**src/hdl/walker_wall_collision_step_top_assert.svh**
```systemverilog
// Assertion macros for the walker collision step block.
// Used by walker_wall_collision_step_top; expects clk and rst_n in scope.
`ifndef WALKER_WALL_COLLISION_STEP_TOP_ASSERT_SVH
`define WALKER_WALL_COLLISION_STEP_TOP_ASSERT_SVH

// same-cycle implication, checked out of reset
`define WWCS_ASSERT_SAME(lbl, ante, cons, msg) \
    lbl: assert property (@(posedge clk) disable iff (!rst_n) (ante) |-> (cons)) \
        else $error(msg);

// next-cycle implication, checked out of reset
`define WWCS_ASSERT_NEXT(lbl, ante, cons, msg) \
    lbl: assert property (@(posedge clk) disable iff (!rst_n) (ante) |=> (cons)) \
        else $error(msg);

`endif

```
**src/hdl/wwcs_pkg.sv**
```systemverilog
// Shared types, constants and saturating arithmetic for the walker collision step.
// No dependencies.
package wwcs_pkg;

    localparam int MAX_WALLS = 16;
    localparam int WALL_AW   = (MAX_WALLS > 1) ? $clog2(MAX_WALLS) : 1;
    localparam int CNT_W     = $clog2(MAX_WALLS + 1);

    typedef logic signed [31:0] q16_t;
    typedef logic signed [32:0] q16w_t;

    localparam q16_t Q16_MAX = 32'sh7FFF_FFFF;
    localparam q16_t Q16_MIN = 32'sh8000_0000;

    typedef enum logic [1:0] {
        CMD_WALL  = 2'd0,
        CMD_STEP  = 2'd1,
        CMD_PLACE = 2'd2,
        CMD_NOP   = 2'd3
    } cmd_t;

    typedef enum logic [2:0] {
        CFG_RADIUS  = 3'd0,
        CFG_HEIGHT  = 3'd1,
        CFG_GRAVITY = 3'd2,
        CFG_FLOOR   = 3'd3,
        CFG_WALLS   = 3'd4
    } cfg_idx_t;

    typedef struct packed {
        q16_t lo_x;
        q16_t lo_y;
        q16_t lo_z;
        q16_t hi_x;
        q16_t hi_y;
        q16_t hi_z;
    } wall_t;

    typedef struct packed {
        logic             start;
        logic             along_x;
        logic             delta_pos;
        logic [CNT_W-1:0] count;
    } scan_ctrl_t;

    typedef struct packed {
        logic busy;
        logic upd_valid;
        q16_t upd_value;
    } scan_stat_t;

    function automatic q16w_t ext33(q16_t v);
        return {v[31], v};
    endfunction

    // a + b saturated to the signed 32-bit range
    function automatic q16_t sat_add(q16_t a, q16w_t b);
        logic signed [33:0] s;
        s = {{2{a[31]}}, a} + {b[32], b};
        if (!s[33] && (s[32] || s[31])) begin
            return Q16_MAX;
        end
        if (s[33] && !(s[32] && s[31])) begin
            return Q16_MIN;
        end
        return s[31:0];
    endfunction

endpackage

```
**src/hdl/wwcs_wall_scan.sv**
```systemverilog
// Wall table memory and pipelined push-out scan along one axis.
// Depends on wwcs_pkg.
module wwcs_wall_scan
    import wwcs_pkg::*;
(
    input  logic               clk,
    input  logic               rst_n,
    input  scan_ctrl_t         ctrl,
    input  logic [30:0]        radius,
    input  q16_t               feet_y,
    input  q16_t               head_y,
    input  q16_t               walker_x,
    input  q16_t               walker_z,
    input  logic               wr_en,
    input  logic [WALL_AW-1:0] wr_addr,
    input  wall_t              wr_wall,
    output scan_stat_t         stat
);

    wall_t wall_mem [MAX_WALLS];

    logic             active_reg, active_next;
    logic [CNT_W-1:0] iss_cnt_reg, iss_cnt_next;
    logic [CNT_W-1:0] lim_reg, lim_next;
    logic             along_x_reg, along_x_next;
    logic             dpos_reg, dpos_next;
    logic             rd_v_reg, grow_v_reg;
    logic             issuing;

    wall_t rd_wall_reg;
    q16_t  lx_reg, hx_reg, lz_reg, hz_reg;
    logic  vhit_reg;

    q16w_t rad_pos, rad_neg;
    logic  contained;

    assign issuing = active_reg && (iss_cnt_reg != lim_reg);
    assign rad_pos = $signed({2'b00, radius});
    assign rad_neg = -rad_pos;

    always_comb
    begin
        active_next  = active_reg;
        iss_cnt_next = iss_cnt_reg;
        lim_next     = lim_reg;
        along_x_next = along_x_reg;
        dpos_next    = dpos_reg;
        if (ctrl.start)
        begin
            active_next  = 1'b1;
            iss_cnt_next = '0;
            lim_next     = ctrl.count;
            along_x_next = ctrl.along_x;
            dpos_next    = ctrl.delta_pos;
        end
        else if (active_reg)
        begin
            if (issuing)
            begin
                iss_cnt_next = iss_cnt_reg + 1'b1;
            end
            else if (!rd_v_reg && !grow_v_reg)
            begin
                active_next = 1'b0;
            end
        end
    end

    always_ff @(posedge clk or negedge rst_n)
    begin
        if (!rst_n)
        begin
            active_reg  <= 1'b0;
            iss_cnt_reg <= '0;
            lim_reg     <= '0;
            along_x_reg <= 1'b0;
            dpos_reg    <= 1'b0;
            rd_v_reg    <= 1'b0;
            grow_v_reg  <= 1'b0;
        end
        else
        begin
            active_reg  <= active_next;
            iss_cnt_reg <= iss_cnt_next;
            lim_reg     <= lim_next;
            along_x_reg <= along_x_next;
            dpos_reg    <= dpos_next;
            rd_v_reg    <= issuing;
            grow_v_reg  <= rd_v_reg;
        end
    end

    // wall table: one write port, one registered read port
    always_ff @(posedge clk)
    begin
        if (wr_en)
        begin
            wall_mem[wr_addr] <= wr_wall;
        end
        rd_wall_reg <= wall_mem[iss_cnt_reg[WALL_AW-1:0]];
    end

    // grow stage: widen the box by the radius, check vertical overlap
    always_ff @(posedge clk)
    begin
        lx_reg   <= sat_add(rd_wall_reg.lo_x, rad_neg);
        hx_reg   <= sat_add(rd_wall_reg.hi_x, rad_pos);
        lz_reg   <= sat_add(rd_wall_reg.lo_z, rad_neg);
        hz_reg   <= sat_add(rd_wall_reg.hi_z, rad_pos);
        vhit_reg <= (feet_y < rd_wall_reg.hi_y) && (head_y > rd_wall_reg.lo_y);
    end

    // test stage works on the live walker position
    assign contained = vhit_reg && (walker_x > lx_reg) && (walker_x < hx_reg)
                       && (walker_z > lz_reg) && (walker_z < hz_reg);

    always_comb
    begin
        stat.busy      = active_reg;
        stat.upd_valid = grow_v_reg && contained;
        if (along_x_reg)
        begin
            stat.upd_value = dpos_reg ? lx_reg : hx_reg;
        end
        else
        begin
            stat.upd_value = dpos_reg ? lz_reg : hz_reg;
        end
    end

endmodule

```
**config.mk**
```make
export PLATFORM = sky130hd
export DESIGN_NAME = wwcs_wall_scan
export DESIGN_NICKNAME = d
export VERILOG_FILES = /design/src/hdl/walker_wall_collision_step_top_assert.svh /design/src/hdl/wwcs_pkg.sv /design/src/hdl/wwcs_wall_scan.sv
export SDC_FILE = /design/constraint.sdc
export NUM_CORES = 2
export LEC_CHECK = 0
export BUFFER_PORTS_ARGS = -buffer_cell sky130_fd_sc_hd__buf_2
export CAP_MARGIN = 20
export CORE_AREA = 8 8 592 594
export DETAILED_ROUTE_END_ITERATION = 10
export DIE_AREA = 0 0 600 602
export MAX_ROUTING_LAYER = met4
export SYNTH_ARGS = -nofsm -noshare
export SYNTH_HDL_FRONTEND = slang
export SYNTH_SLANG_ARGS = --single-unit
```
**constraint.sdc**
```tcl
create_clock -name clk -period 3.7 [get_ports clk]
set_input_delay 0.74 -clock clk [delete_from_list [all_inputs] [get_ports clk]]
set_output_delay 0.74 -clock clk [all_outputs]
set_load 0.01 [all_outputs]
```
==> flow_summary.json <==
{
  "cts.htree.levels": 5,
  "first_pass_iters": 6,
  "root_buffer": "clkbuf_16",
  "cp-startpoint": "lz_reg[22]",
  "synth_fa_ha_area_share_pct": 3.04,
  "cts_buffers": 346,
  "drive_above_1_share_pct": 35.3,
  "clkTransAtPathRegs_ns": 0.06,
  "die_w_um": 600,
  "max-slew-margin-rel_pct": 39.7,
  "slew_violations": 0,
  "fin_nets": 8365,
  "path_depth": 11,
  "io_buffers": 399,
  "ys_types": 103,
  "synth_top_family_by_area": "multiplexers",
  "power_density_mw_per_mm2": 613,
  "hold_viol": 0,
  "critPathMaxFanout": 3,
  "grt-ovfl-total": 0,
  "dpl_cell_area_mm2": 0.148,
  "synthArstFlopShare_pct": 0.440,
  "synthTopCellsByCount": "edfxtp_1, mux4_2, dfxtp_1, ha_1, inv_1",
  "start_util_pct": 39.8,
  "core_area_mm2": 0.341,
  "grt_max_degree": 91,
  "gp_congestion": 0.946,
  "routed_wl_um": 373000,
  "clockBufferDepth": 4,
  "grt_pass1_wl_um": 530000,
  "critPathLaunchType": "flip-flop",
  "dp_slack_ns": -1.51,
  "synth.yosys.seq_area_share_pct": 72.9,
  "period_minus_slack_ns": 4.14,
  "synthMuxAreaShare_pct": 16.5,
  "synth_compound_area_share_pct": 3.21,
  "violations": "setup timing",
  "yosysTopAreaCell": "edfxtp_1",
  "syn-num-nets": 7246,
  "routed_via_density": 5.50,
  "cp_cell_sequence": "inv_1, ha_1, nand4_1, o21ai_0, a211oi_2, nor2b_1, o31ai_2, buf_4, a2111oi_4, buf_4, buf_6",
  "synth-simple-area-share_pct": 1.83,
  "synth-seq-cells": 3408,
  "cpMaxStageDelayCell": "dfxtp_1",
  "yosys-top-cells-area": "edfxtp_1, mux4_2, dfxtp_1",
  "max_stage_delay_ns": 0.46,
  "grt_pass1_vias": 72100,
  "track_usage_pct": 20.8,
  "grt_setup_unrepaired": "yes",
  "yosysWarnings": 0,
  "max-vdd-ir-drop_mv": 0.350,
  "regToRegSetupSlack_ns": 0.18,
  "crit_end": "stat[32]",
  "cts.sinks": 3408,
  "end_kind": "primary output",
  "reg2reg_depth": 15,
  "ant_nets": 0,
  "finalSetupViolCount": 62,
  "required_ns": 2.96,
  "p_leak_nw": 54.2,
  "vias": 69200,
  "period_share_pct": 112,
  "area_growth_pct": 19.0,
  "synth_edf_count": 3072,
  "critPathKind": "flip-flop to primary output",
  "drt_iter0_drc": 6209,
  "tightest_slew_ns": 0.904,
  "synthFlopType": "edfxtp_1",
  "post-synth-top-count-cell": "edfxtp_1",
  "pin_count": 400,
  "worst-path-buf-inv": 4,
  "dieArea_mm2": 0.361,
  "synth-xor-area-share_pct": 1.02,
  "cap_violations": 0,
  "routedWlPerCell_um": 29.7,
  "hp-class": "input port to flip-flop",
  "hold_start": "ctrl[7]",
  "dp_hpwl_um": 232000,
  "cts_tree": "done",
  "r2r-start": "rd_wall_reg[0]",
  "dieHeight_um": 602,
  "synth_top_area_share_pct": 67.9,
  "crit_top_cell": "buf_4",
  "status": "complete, but fails checks",
  "synth_area_mm2": 0.136,
  "avgSynthCellArea_um2": 20.7,
  "max_freq_mhz": 242,
  "path_delay_family": "compound AO/OA/AOI/OAI gates",
  "finClkSkew_ns": 0.0438,
  "largest_register_ff_count": 3072,
  "core.rowCount": 215,
  "worst_slack_ns": -0.437,
  "clock_latency_ns": 0.91,
  "arrival_ns": 3.40,
  "drc": 0,
  "syn-instance-count": 6555,
  "antenna_found_initial": 133,
  "crit-reg2reg-capture": "hz_reg[1]",
  "postLayoutCellArea_mm2": 0.162
}
[how the worst min path moves through the flow]
| stage | cells after the start | slack [ns] | endpoint |
|---|---|---|---|
| after floorplan | 0 | 0.35 | grow_v_reg |
| after global placement | 0 | 0.35 | grow_v_reg |
| after detailed placement | 0 | 0.36 | grow_v_reg |
| after CTS | 2 | 0.11 | iss_cnt_reg[2] |
| after global routing | 1 | 0.16 | wall_mem[0][180] |
| final | 2 | 0.18 | iss_cnt_reg[2] |
[cell usage in the layout, fill, tap and decap left out, types with 61 or more instances in the layout]
cell type     n
a21o_1       98
a21oi_1     166
buf_12      106
buf_2       396
buf_4       500
clkbuf_1     83
clkbuf_16   357
dfxtp_1     290
edfxtp_1   3072
ha_1        308
inv_1       237
mux4_2      992
nand2_1     110
nor2_1      105
o21ai_0      94
o21ai_2      61
xnor2_1      67
xor2_1       71
[kinds of logic (layout without fill, tap and decap cells)]
logic type	count (synthesis)	count (layout)
simple gates	496	496
compound gates	656	656
other cells	0	57
fa+ha+maj	329	329
flops	3408	3408
buf+inv	509	1920
mux	1001	1001
xor+xnor	156	156
[cell type report]
cell class | count | area, um2
Multi-Input combinational cell | 2638 | 35900
Sequential cell | 3408 | 99100
Clock inverter | 179 | 1940
Fill cell | 28200 | 179000
Antenna cell | 57 | 143
Inverter | 239 | 897
Clock buffer | 461 | 9500
Tap cell | 4557 | 5700
Timing Repair Buffer | 1041 | 8390
[routing by layer]
metal	GRT usage, %	share of wire, %	up-vias
li1	-	-	29500
met1	27.7	42	37000
met2	34.2	49	2123
met3	3.32	5.9	527
met4	4.14	2.5	0
met5	-	0	-
[per-stage QoR]
stage	std cells	total power, W	util [%]	hold slack (ns)	setup TNS [ns]
final	12600	0.0990	47.4	0.184	-6.38
after global routing	12600	0.103	47.4	0.161	-14.73
after CTS	12500	0.0996	47.2	0.107	-7.10
after floorplan	6555	0.0557	-	0.349	-3606.95
after detailed placement	11800	0.0636	43.5	0.355	-91.79
after global placement	11800	0.0633	43.5	0.352	-91.75
[power breakdown]
part	leakage, nW	total, W	switching [W]	internal [W]
sequential	30.6	0.0457	0.00174	0.0440
combinational	18.0	0.0184	0.00958	0.00884
clock	5.56	0.0349	0.0146	0.0203
[what timing repair did]
item                                    CTS  global route
resized for setup                       256            55
pin swaps                               118            52
endpoints found under the setup margin   63            64
gates cloned                              9             3
setup buffers                            23             4
hold endpoints to repair                 22             0
hold buffers                              8             0
Power figures use the tool's default switching activity.
